`src/design/vmg_pkg.sv`:
```
`timescale 1ns / 1ps
//------------------------------------------------------------------------------
// vmg_pkg
// Shared widths, codes and helpers for the voter model jump engine.
//------------------------------------------------------------------------------
`default_nettype none

package vmg_pkg;

   localparam int CNT_W      = 13;  // agent counts
   localparam int RATE_W     = 24;  // Q8.16 rates
   localparam int Q_W        = 39;  // one transition rate
   localparam int LAM_W      = 42;  // total rate, cumulative sums, scaled choice
   localparam int DVD_W      = 50;  // divider dividend / quotient
   localparam int TIME_W     = 48;  // Q24.24 time
   localparam int IN_W       = 32;  // random inputs
   localparam int MUL_W      = 32;  // multiplier operand
   localparam int DIV_STEPS  = DVD_W;
   localparam int DIV_CNT_W  = 6;
   localparam int CSR_IDX_W  = 3;
   localparam int CSR_DATA_W = 24;
   localparam int NUM_RATES  = 6;
   localparam int K_W        = 3;

   typedef enum logic [CSR_IDX_W-1:0] {
      CSR_POPULATION  = 3'd0,
      CSR_COPY        = 3'd1,
      CSR_EXTERNALIZE = 3'd2,
      CSR_INTERNALIZE = 3'd3,
      CSR_START_EXT   = 3'd4,
      CSR_START_INT   = 3'd5,
      CSR_START_BOTH  = 3'd6,
      CSR_UNUSED      = 3'd7
   } csr_idx_type;

   typedef enum logic [1:0] {
      ST_RUNNING = 2'd0,
      ST_BLUE    = 2'd1,
      ST_RED     = 2'd2,
      ST_ZERO    = 2'd3
   } status_type;

   typedef enum logic [4:0] {
      DP_NOP,
      DP_CAPTURE,
      DP_LOAD,
      DP_CLAMP,
      DP_MUL1,
      DP_MUL2,
      DP_DIVN,
      DP_MUL3,
      DP_ACC,
      DP_SCALE_LO,
      DP_SCALE_HI,
      DP_SCALE_ADD,
      DP_SCAN,
      DP_APPLY,
      DP_DIVT,
      DP_TADD,
      DP_OUT
   } dp_op_type;

   typedef struct packed {
      dp_op_type      op;
      logic [K_W-1:0] k;
   } dp_cmd_type;

   typedef struct packed {
      logic       div_done;
      logic       found;
      logic       out_free;
      status_type status;
   } dp_stat_type;

   // transitions with a copy term (divided by n)
   function automatic logic has_div(input logic [K_W-1:0] k);
      return (k == 3'd0) || (k == 3'd1) || (k == 3'd3) || (k == 3'd5);
   endfunction

   // transitions with a linear term
   function automatic logic has_lin(input logic [K_W-1:0] k);
      return (k == 3'd1) || (k == 3'd2) || (k == 3'd3) || (k == 3'd4);
   endfunction

endpackage

`default_nettype wire

```
`src/design/vmg_ctrl.sv`:
```
`timescale 1ns / 1ps
//------------------------------------------------------------------------------
// vmg_ctrl
// Sequencer for restart and jump: rate passes, choice, time update.
//------------------------------------------------------------------------------
`default_nettype none

module vmg_ctrl
   import vmg_pkg::*;
(
   input  wire logic        clock,
   input  wire logic        reset,
   input  wire logic        in_valid,
   input  wire logic        in_op,
   output logic             in_ready,
   output dp_cmd_type       cmd,
   input  wire dp_stat_type stat
);

   typedef enum logic [19:0] {
      S_IDLE   = 20'h00001,
      S_LOAD   = 20'h00002,
      S_CLAMP  = 20'h00004,
      S_MUL1   = 20'h00008,
      S_MUL2   = 20'h00010,
      S_DIVNS  = 20'h00020,
      S_DIVNW  = 20'h00040,
      S_MUL3   = 20'h00080,
      S_ACC    = 20'h00100,
      S_CHECK  = 20'h00200,
      S_SCLO   = 20'h00400,
      S_SCHI   = 20'h00800,
      S_SCADD  = 20'h01000,
      S_SCAN   = 20'h02000,
      S_APPLY  = 20'h04000,
      S_DIVTS  = 20'h08000,
      S_DIVTW  = 20'h10000,
      S_TADD   = 20'h20000,
      S_FINISH = 20'h40000,
      S_SPARE  = 20'h80000
   } state_type;

   state_type      state_ff, state_in;
   logic [K_W-1:0] k_ff, k_in;
   logic           op_ff, op_in;
   logic           pass_ff, pass_in;

   function automatic state_type rate_entry(input logic [K_W-1:0] k);
      return has_div(k) ? S_MUL1 : S_MUL3;
   endfunction

   always_comb begin
      state_in = state_ff;
      k_in     = k_ff;
      op_in    = op_ff;
      pass_in  = pass_ff;
      cmd.op   = DP_NOP;
      cmd.k    = k_ff;
      unique case (state_ff)
         S_IDLE: begin
            if (in_valid) begin
               cmd.op   = DP_CAPTURE;
               op_in    = in_op;
               pass_in  = 1'b0;
               state_in = in_op ? S_CLAMP : S_LOAD;
            end
         end
         S_LOAD: begin
            cmd.op   = DP_LOAD;
            state_in = S_CLAMP;
         end
         S_CLAMP: begin
            cmd.op   = DP_CLAMP;
            k_in     = '0;
            state_in = rate_entry('0);
         end
         S_MUL1: begin
            cmd.op   = DP_MUL1;
            state_in = S_MUL2;
         end
         S_MUL2: begin
            cmd.op   = DP_MUL2;
            state_in = S_DIVNS;
         end
         S_DIVNS: begin
            cmd.op   = DP_DIVN;
            state_in = S_DIVNW;
         end
         S_DIVNW: begin
            if (stat.div_done) state_in = has_lin(k_ff) ? S_MUL3 : S_ACC;
         end
         S_MUL3: begin
            cmd.op   = DP_MUL3;
            state_in = S_ACC;
         end
         S_ACC: begin
            cmd.op = DP_ACC;
            if (k_ff == K_W'(NUM_RATES - 1)) begin
               state_in = S_CHECK;
            end else begin
               k_in     = k_ff + 1'b1;
               state_in = rate_entry(k_ff + 1'b1);
            end
         end
         S_CHECK: begin
            if (!op_ff || pass_ff || stat.status != ST_RUNNING) state_in = S_FINISH;
            else                                               state_in = S_SCLO;
         end
         S_SCLO: begin
            cmd.op   = DP_SCALE_LO;
            state_in = S_SCHI;
         end
         S_SCHI: begin
            cmd.op   = DP_SCALE_HI;
            state_in = S_SCADD;
         end
         S_SCADD: begin
            cmd.op   = DP_SCALE_ADD;
            k_in     = '0;
            state_in = S_SCAN;
         end
         S_SCAN: begin
            cmd.op = DP_SCAN;
            priority if (stat.found) begin
               state_in = S_APPLY;
            end else if (k_ff == K_W'(NUM_RATES - 2)) begin
               k_in     = K_W'(NUM_RATES - 1);
               state_in = S_APPLY;
            end else begin
               k_in = k_ff + 1'b1;
            end
         end
         S_APPLY: begin
            cmd.op   = DP_APPLY;
            state_in = S_DIVTS;
         end
         S_DIVTS: begin
            cmd.op   = DP_DIVT;
            state_in = S_DIVTW;
         end
         S_DIVTW: begin
            if (stat.div_done) state_in = S_TADD;
         end
         S_TADD: begin
            cmd.op   = DP_TADD;
            pass_in  = 1'b1;
            k_in     = '0;
            state_in = rate_entry('0);
         end
         S_FINISH: begin
            if (stat.out_free) begin
               cmd.op   = DP_OUT;
               state_in = S_IDLE;
            end
         end
         default: state_in = S_IDLE;
      endcase
   end

   always_ff @(posedge clock) begin
      if (reset) begin
         state_ff <= S_IDLE;
         k_ff     <= '0;
         op_ff    <= 1'b0;
         pass_ff  <= 1'b0;
      end else begin
         state_ff <= state_in;
         k_ff     <= k_in;
         op_ff    <= op_in;
         pass_ff  <= pass_in;
      end
   end

   assign in_ready = (state_ff == S_IDLE);

endmodule

`default_nettype wire

```
`config.mk`:
```
export PLATFORM = sky130hd
export DESIGN_NAME = vmg_ctrl
export DESIGN_NICKNAME = d
export VERILOG_FILES = /design/src/design/vmg_pkg.sv /design/src/design/vmg_ctrl.sv
export SDC_FILE = /design/constraint.sdc
export NUM_CORES = 1
export LEC_CHECK = 0
export ABC_AREA = 1
export BUFFER_PORTS_ARGS = -buffer_cell sky130_fd_sc_hd__buf_2
export CAP_MARGIN = 15
export CORE_MARGIN = 2
export CORE_UTILIZATION = 33
export DETAILED_ROUTE_END_ITERATION = 8
export GPL_ROUTABILITY_DRIVEN = 1
export SETUP_SLACK_MARGIN = 0.5
export SKIP_CTS_REPAIR_TIMING = 1
export SYNTH_ARGS = -nofsm -noshare
export SYNTH_HDL_FRONTEND = slang
export SYNTH_SLANG_ARGS = --single-unit
```
`constraint.sdc`:
```
create_clock -name clock -period 2.6 [get_ports clock]
set_clock_uncertainty 0.15 [all_clocks]
set_input_delay 0.52 -clock clock [delete_from_list [all_inputs] [get_ports clock]]
set_output_delay 0.52 -clock clock [all_outputs]
set_load 0.01 [all_outputs]
```
Yosys cells after proc, flatten, opt, wreduce, memory -nomap -nowiden
Index checks and enable logic that the tools add are counted.
{"block": "classes", "addsub": 1, "n_eq_ne": 34, "n_mux": 21, "reduce_logical": 19}
{"cell": "$pmux 20 s18", "count": 1}
{"cell": "$mux 20", "count": 6}
{"cell": "$pmux 5 s16", "count": 1}
{"cell": "$eq 20x1->1 const B", "count": 1}
{"cell": "$eq 20x10->1 const B", "count": 1}
{"cell": "$eq 20x11->1 const B", "count": 1}
{"cell": "$eq 20x12->1 const B", "count": 1}
{"cell": "$eq 20x13->1 const B", "count": 1}
{"cell": "$eq 20x14->1 const B", "count": 1}
{"cell": "$eq 20x15->1 const B", "count": 1}
{"cell": "$eq 20x16->1 const B", "count": 1}
{"cell": "$eq 20x17->1 const B", "count": 1}
{"cell": "$eq 20x18->1 const B", "count": 1}
{"cell": "$eq 20x19->1 const B", "count": 1}
{"cell": "$eq 20x2->1 const B", "count": 1}
{"cell": "$eq 20x3->1 const B", "count": 1}
{"cell": "$eq 20x4->1 const B", "count": 1}
{"cell": "$eq 20x5->1 const B", "count": 1}
{"cell": "$eq 20x6->1 const B", "count": 1}
{"cell": "$eq 20x7->1 const B", "count": 1}
{"cell": "$eq 20x8->1 const B", "count": 1}
{"cell": "$eq 20x9->1 const B", "count": 1}
{"cell": "$mux 19", "count": 1}
{"cell": "$mux 3", "count": 4}
{"cell": "other kinds (23)", "count": 43}
{"block": "totals", "ff_bits": 25, "inputBits": 9, "output_inout_bits": 9, "elab_cells": 79}

Logic depth before layout (Yosys ltp)
Gate-level depths: netlist (run 1).
{"block": "logic_depth", "depth_word": 8, "mapped_depth": 13, "depth_no_buf": 13}

Least setup slack after synthesis (run 1)
Ideal clock, no wire load.
{"block": "synth_timing", "path_kind": "reg2out", "from": "register state_ff[12]", "to": "output cmd[3] (netlist name)", "t_arrival_ps": 1287, "path_slack_ps": 643, "stages_incl_launch_ff": 10, "path_cell_list": "dfxtp_1 nor2_1 nand2_2 nor2_4 nand2_2 nor2_4 inv_1 nor2_1 nor3_1 o2111ai_1"}
{"element": "from (decl)", "line_no": "vmg_ctrl.sv:43", "rtl": "state_type state_ff, state_in;"}
{"element": "from (signal assigned)", "line_no": "vmg_ctrl.sv:167", "rtl": "state_ff <= state_in;"}
{"element": "to (decl)", "line_no": "vmg_ctrl.sv:16", "rtl": "output dp_cmd_type cmd,"}

==> results.sh, run 1 <==
export IMPL_antenna_found_initial=0
export IMPL_p_per_area_mw_per_mm2=952
export IMPL_r2r_setup_slack_ps=650
export IMPL_ios=18
export IMPL_clock_sinks=24
export IMPL_final_common_cell="inv_1"
export IMPL_portBuffers=17
export IMPL_ys_ff_latch=24
export IMPL_hold_class="reg2reg"
export IMPL_switchingPower_w=0.00102
export IMPL_grt_pass1_wl_mm=6.44
export IMPL_dieArea_mm2=0.00570
export IMPL_cts_tree="done"
export IMPL_drc=0
export IMPL_mostFrequentLayoutCells="49 x inv_1, 48 x nand2_1, 19 x nand2_2, 19 x nor2_1"
export IMPL_synth_top_area_share_pct=28.5
export IMPL_async_flop_share_pct=0
export IMPL_cp_max_fo=4
export IMPL_fin_crit_sh_pct=92.2
export IMPL_hold_ws_ps=329
export IMPL_grt_max_degree=20
export IMPL_max_slew_margin_pct=61.0
export IMPL_rows=26
export IMPL_hold_viol=0
export IMPL_start_kind="flop"
export IMPL_synthTopCellsByArea="dfxtp_1 28%, nand2_1 14%, inv_1 12%"
export IMPL_p_int_w=0.00107
export IMPL_switching_share_pct=48.9
export IMPL_pre_cts_ws_ps=399
export IMPL_core_area_mm2=0.00501
export IMPL_slowest_delay_ps=360
export IMPL_drv_slew=0
export IMPL_clockPowerShare_pct=12.3
export IMPL_cts_buffer_depth=2
export IMPL_first_pass_iters=4
export IMPL_synth_warnings=0
export IMPL_viasPerCell=4.57
export IMPL_cp_endpoint="cmd[3]"
export IMPL_clkLatencyLatePin_ps=270
export IMPL_finalSetupViolCount=0
export IMPL_endpoint_kind="output pin"
export IMPL_syn_nets=283
export IMPL_grt_overflow_total=0
export IMPL_die_x_um=75.5
export IMPL_utilization_pct=44.0
export IMPL_postSynthCellCount=269
export IMPL_fin_tns_setup_ps=0
export IMPL_totalWireLength_mm=4.34
export IMPL_start_util_pct=33.7
export IMPL_setup_ws_ps=203
export IMPL_seq_power_share_pct=24.0
export IMPL_finalNetCount=316
export IMPL_outcome="complete, no violations"
export IMPL_place_congestion=0.816
export IMPL_final_antenna_net_count=0
export IMPL_antenna_cells=0
export IMPL_path_clk_slew_ps=90
export IMPL_period_needed_ps=2400
export IMPL_htree_levels=1
export IMPL_cp_required_ps=1930
export IMPL_cp_startpoint="state_ff[13]$_SDFFE_PP0P_"
export IMPL_crit_arrival_ps=1730
export IMPL_tightest_slew_ps=582
export IMPL_post_dp_hpwl_mm=3.23
export IMPL_ir_drop_v=0.000362
export IMPL_cts_buffers=3
export IMPL_ys_types=30
export IMPL_grt_pass1_vias=1456
export IMPL_p_leak_nw=1.22
export IMPL_synth_flop_cell="dfxtp_1"
export IMPL_vias=1694
export IMPL_yosysSeqAreaShare_pct=28.5
export IMPL_fmax_mhz=417
export IMPL_p_comb_share_pct=63.7
export IMPL_avgSynthCellArea_um2=6.27
export IMPL_drtIter0Drc=80
export IMPL_die_h_um=75.5
export IMPL_synth_edff_count=0
export IMPL_wl_per_cell_um=11.7
export IMPL_area_growth_pct=30.6
export IMPL_rsz0062_at_grt="yes"
export IMPL_drive_above_1_share_pct=38.2
export IMPL_synth_area_leader_cell="dfxtp_1"
export IMPL_worstRegToRegCells=13
export IMPL_max_cap_violations=0
export IMPL_path_class="reg2out"
export IMPL_cts_root_buf="clkbuf_8"
export IMPL_fillCellCount=534
export IMPL_reg2reg_to="state_ff[11]$_SDFFE_PP0P_"
export IMPL_syn_area_mm2=0.00169
export IMPL_grtUsageTotal_pct=15.0
export IMPL_cpMaxStageDelayCell="dfxtp_2"
export IMPL_path_cells="nor2_4 > nand2_4 > nor2_4 > nand2_2 > nor2_4 > inv_4 > nor2_4 > nor3_2 > o2111ai_2 > buf_2"
export IMPL_r2r_start="state_ff[6]$_SDFFE_PP0P_"
export IMPL_path_common_cell="nor2_4"
-- synth_stat cells, types with 3 or more instances --
cell type  count
inv_1         52
dfxtp_1       24
o21ai_0        8
ha_1           5
nor3_1        14
nor2_2         3
inv_2          5
nor2_1        31
nand3_1       19
nand4_1        5
nand2_1       63
nand2_2        7
nor2_4         4
a21oi_1        5
nand3b_1       6
-- metrics by stage --
step           cells  power, W  instance area (um2)
5_1_grt          371   0.00227                 2200
4_1_cts          358   0.00177                 1900
6_report         371   0.00210                 2200
3_5_place_dp     354   0.00150                 1840
3_3_place_gp     354   0.00149                 1840
2_1_floorplan    269   0.00129                 1690
-- power groups by stage --
| stage | logic [W] | registers [W] | clock network (W) |
|---|---|---|---|
| 5_1_grt | 0.00148 | 0.000512 | 0.000285 |
| 4_1_cts | 0.00102 | 0.000483 | 0.000269 |
| 2_1_floorplan | 0.000803 | 0.000485 | 0 |
| 6_report | 0.00134 | 0.000503 | 0.000259 |
| 3_3_place_gp | 0.00101 | 0.000489 | 0 |
| 3_5_place_dp | 0.00101 | 0.000490 | 0 |
-- worst max-delay path: cells and delay by family, from the launching register on --
family                 cells  cell delay (ps)
DFF                        1              360
buffers and inverters      2              210
AOI/OAI and AO/OA          1               60
and+or+nand+nor            7              830
-- worst min-delay path by stage --
stage                                      to  slack, ps            startpoint  cells past startpoint
floorplan                pass_ff$_SDFFE_PP0P_        290  pass_ff$_SDFFE_PP0P_                      2
global placement         pass_ff$_SDFFE_PP0P_        320  pass_ff$_SDFFE_PP0P_                      2
detailed placement       pass_ff$_SDFFE_PP0P_        320  pass_ff$_SDFFE_PP0P_                      2
CTS                      pass_ff$_SDFFE_PP0P_        330                 reset                      2
global route        state_ff[18]$_SDFFE_PP0P_        330                 reset                      2
finish                   pass_ff$_SDFFE_PP0P_        330  pass_ff$_SDFFE_PP0P_                      2
-- logic make-up (layout without fill, tap and decap cells) --
logic type / count (synthesis) / after routing / share of synthesized area, %
fa+ha+maj: 5 / 5 / 3.71
simple gates: 162 / 162 / 47.8
compound gates: 16 / 16 / 5.27
flops: 24 / 24 / 28.5
buf+inv: 62 / 94 / 14.8
-- state kept, by name (all words and copies together), names as in the netlist --
| signal | cells |
|---|---|
| state_ff | 19 |
| k_ff | 3 |
| pass_ff | 1 |
| op_ff | 1 |
-- metal layers --
metal,vias to the layer above,track usage [%],share of wire [%]
met3,4,3.44,3.6
met4,0,3.31,0.69
met2,35,25.6,50
met5,-,0,0
met1,754,19.3,46
li1,901,-,-
-- area by class of cell --
cell class / count / area, um2 / share of cell area, %
inverter: 60 / 235 / 10.7
tap: 70 / 87.6 / 3.98
clock buffer: 4 / 55.1 / 2.50
multi-input combinational: 183 / 1120 / 51.1
sequential: 24 / 512 / 23.2
timing repair buffer: 30 / 189 / 8.57
Power figures use the tool's default switching activity.
==> run 2: changes to the inputs <==
Settings changed: CORE_UTILIZATION 33 to 45, CTS_CLUSTER_SIZE from default to 14, PLACE_DENSITY from default to 0.61.
==> run 2 against run 1 <==
Net effect:
- flip-flop and latch count did not move
- core utilization rose by 14 points
- clock-buffer cell count down 1
- critical path depth did not move
- sequential share of layout area rose by 1.1 points
- critical endpoint is now cmd[5]
- first-iteration DRC count increased by 21%
- clock power increased by 28%
- power is 0.72% higher
==> results.sh, run 2 (synthesized netlist as in run 1, its figures left out) <==
export IMPL_hold_viol=0
export IMPL_placed_area_mm2=0.00182
export IMPL_drc=0
export IMPL_grt_pass1_wl_mm=6.57
export IMPL_p_per_area_mw_per_mm2=1000
export IMPL_final_antenna_net_count=0
export IMPL_max_cap_violations=0
export IMPL_start_util_pct=46.4
export IMPL_cts_root_buf="clkbuf_8"
export IMPL_ios=18
export IMPL_cts_buffers=3
export IMPL_top_register="state_ff"
export IMPL_antenna_cells=0
export IMPL_die_x_um=65.2
export IMPL_rows=22
export IMPL_fmax_mhz=417
export IMPL_grtUsageTotal_pct=19.7
export IMPL_grt_max_degree=20
export IMPL_start_kind="flop"
export IMPL_mostFrequentLayoutCells="50 x nand2_1, 49 x inv_1, 21 x nor2_1, 18 x nand3_1, 17 x nand2_2"
export IMPL_post_dp_hpwl_mm=3.07
export IMPL_drv_slew=0
export IMPL_worstRegToRegCells=13
export IMPL_pre_cts_ws_ps=419
export IMPL_core_area_mm2=0.00363
export IMPL_finalNetCount=308
export IMPL_endpoint_kind="output pin"
export IMPL_clkLatencyLatePin_ps=270
export IMPL_seq_power_share_pct=24.1
export IMPL_p_leak_nw=1.18
export IMPL_cts_buffer_depth=2
export IMPL_fin_tns_setup_ps=0
export IMPL_fin_crit_sh_pct=92.2
export IMPL_cts_tree="done"
export IMPL_setup_ws_ps=203
export IMPL_clockPowerShare_pct=15.7
export IMPL_crit_arrival_ps=1730
export IMPL_grt_pass1_vias=1510
export IMPL_drive_above_1_share_pct=33.8
export IMPL_dieArea_mm2=0.00425
export IMPL_area_growth_pct=24.7
export IMPL_drtIter0Drc=97
export IMPL_rsz0062_at_grt="yes"
export IMPL_tightest_slew_ps=599
export IMPL_switching_share_pct=47.1
export IMPL_totalWireLength_mm=4.21
export IMPL_antenna_found_initial=0
export IMPL_switchingPower_w=0.000996
export IMPL_hold_ws_ps=324
export IMPL_grt_overflow_total=0
export IMPL_wl_per_cell_um=12.3
export IMPL_max_slew_margin_pct=59.8
export IMPL_ir_drop_v=0.000463
export IMPL_grt_util_met2_pct=33.5
export IMPL_final_common_cell="nand2_1"
export IMPL_viasPerCell=4.93
export IMPL_portBuffers=17
export IMPL_use_met3_pct=2.40
export IMPL_p_int_w=0.00112
export IMPL_die_h_um=65.2
export IMPL_vias=1682
export IMPL_cp_max_fo=5
export IMPL_path_class="reg2out"
export IMPL_met1_usage_pct=25.8
export IMPL_design_area_mm2=0.00210
export IMPL_outcome="complete, no violations"
export IMPL_largest_reg_flops=19
export IMPL_path_clk_slew_ps=90
export IMPL_cp_required_ps=1930
export IMPL_p_comb_share_pct=60.2
export IMPL_hold_class="in2reg"
export IMPL_clock_sinks=24
export IMPL_finalSetupViolCount=0
export IMPL_htree_levels=1
export IMPL_place_congestion=0.824
export IMPL_reg_top3="state_ff (19), k_ff (3)"
export IMPL_period_needed_ps=2400
export IMPL_grt_busiest_layer="met2"
export IMPL_hold_depth=2
export IMPL_first_pass_iters=4
## run 2: cell types whose count changed in the layout (fill, tap and decap cells not counted), sizes merged
cell and change:
clkbuf -1, bufinv +1, buf -8
## run 2: layer usage
metal | routed length (um) | share of wire, % | vias up
li1 | - | - | 882
met1 | 1970 | 47 | 754
met2 | 2060 | 49 | 40
met3 | 120 | 2.9 | 6
met4 | 57 | 1.4 | 0
met5 | 0 | 0 | -
## run 2: final cells by class
cell class / count / area (um2)
clock inverter: 1 / 30.0
timing repair buffer: 22 / 129
tap: 48 / 60.1
inverter: 60 / 238
fill: 357 / 1530
multi-input combinational: 183 / 1090
clock buffer: 3 / 41.3
sequential: 24 / 512
## run 2: power by group through the flow
stage | logic, W | registers [W] | clock network, W
floorplan | 0.000803 | 0.000485 | 0
global placement | 0.00100 | 0.000489 | 0
detailed placement | 0.00100 | 0.000491 | 0
CTS | 0.00101 | 0.000482 | 0.000340
global route | 0.00140 | 0.000518 | 0.000354
finish | 0.00127 | 0.000509 | 0.000332
## run 2: path summary, 6_finish.rpt
check | from | end | slack (ps)
worst max-delay path | state_ff[6]$_SDFFE_PP0P_ | cmd[5] | 200
worst max register to register | state_ff[13]$_SDFFE_PP0P_ | state_ff[4]$_SDFFE_PP0P_ | 680
worst min-delay path | reset | state_ff[18]$_SDFFE_PP0P_ | 320
worst min register to register | pass_ff$_SDFFE_PP0P_ | pass_ff$_SDFFE_PP0P_ | 350
## run 2: per-stage QoR
stage               utilization (%)  total power (W)  instances
detailed placement             50.0          0.00149        332
global route                   57.9          0.00227        341
global placement               50.0          0.00149        332
finish                         57.9          0.00211        341
CTS                            51.9          0.00183        336
floorplan                         -          0.00129        269
## run 2: worst max-delay path: stages, from the launching register on
cell	delay, ps
dfxtp_2	340
nor2_2	130
nand2_2	110
inv_2	90
nand2_2	60
nor2_4	220
inv_2	80
nor2_4	140
nor2_4	60
nand4_1	80
buf_2	140
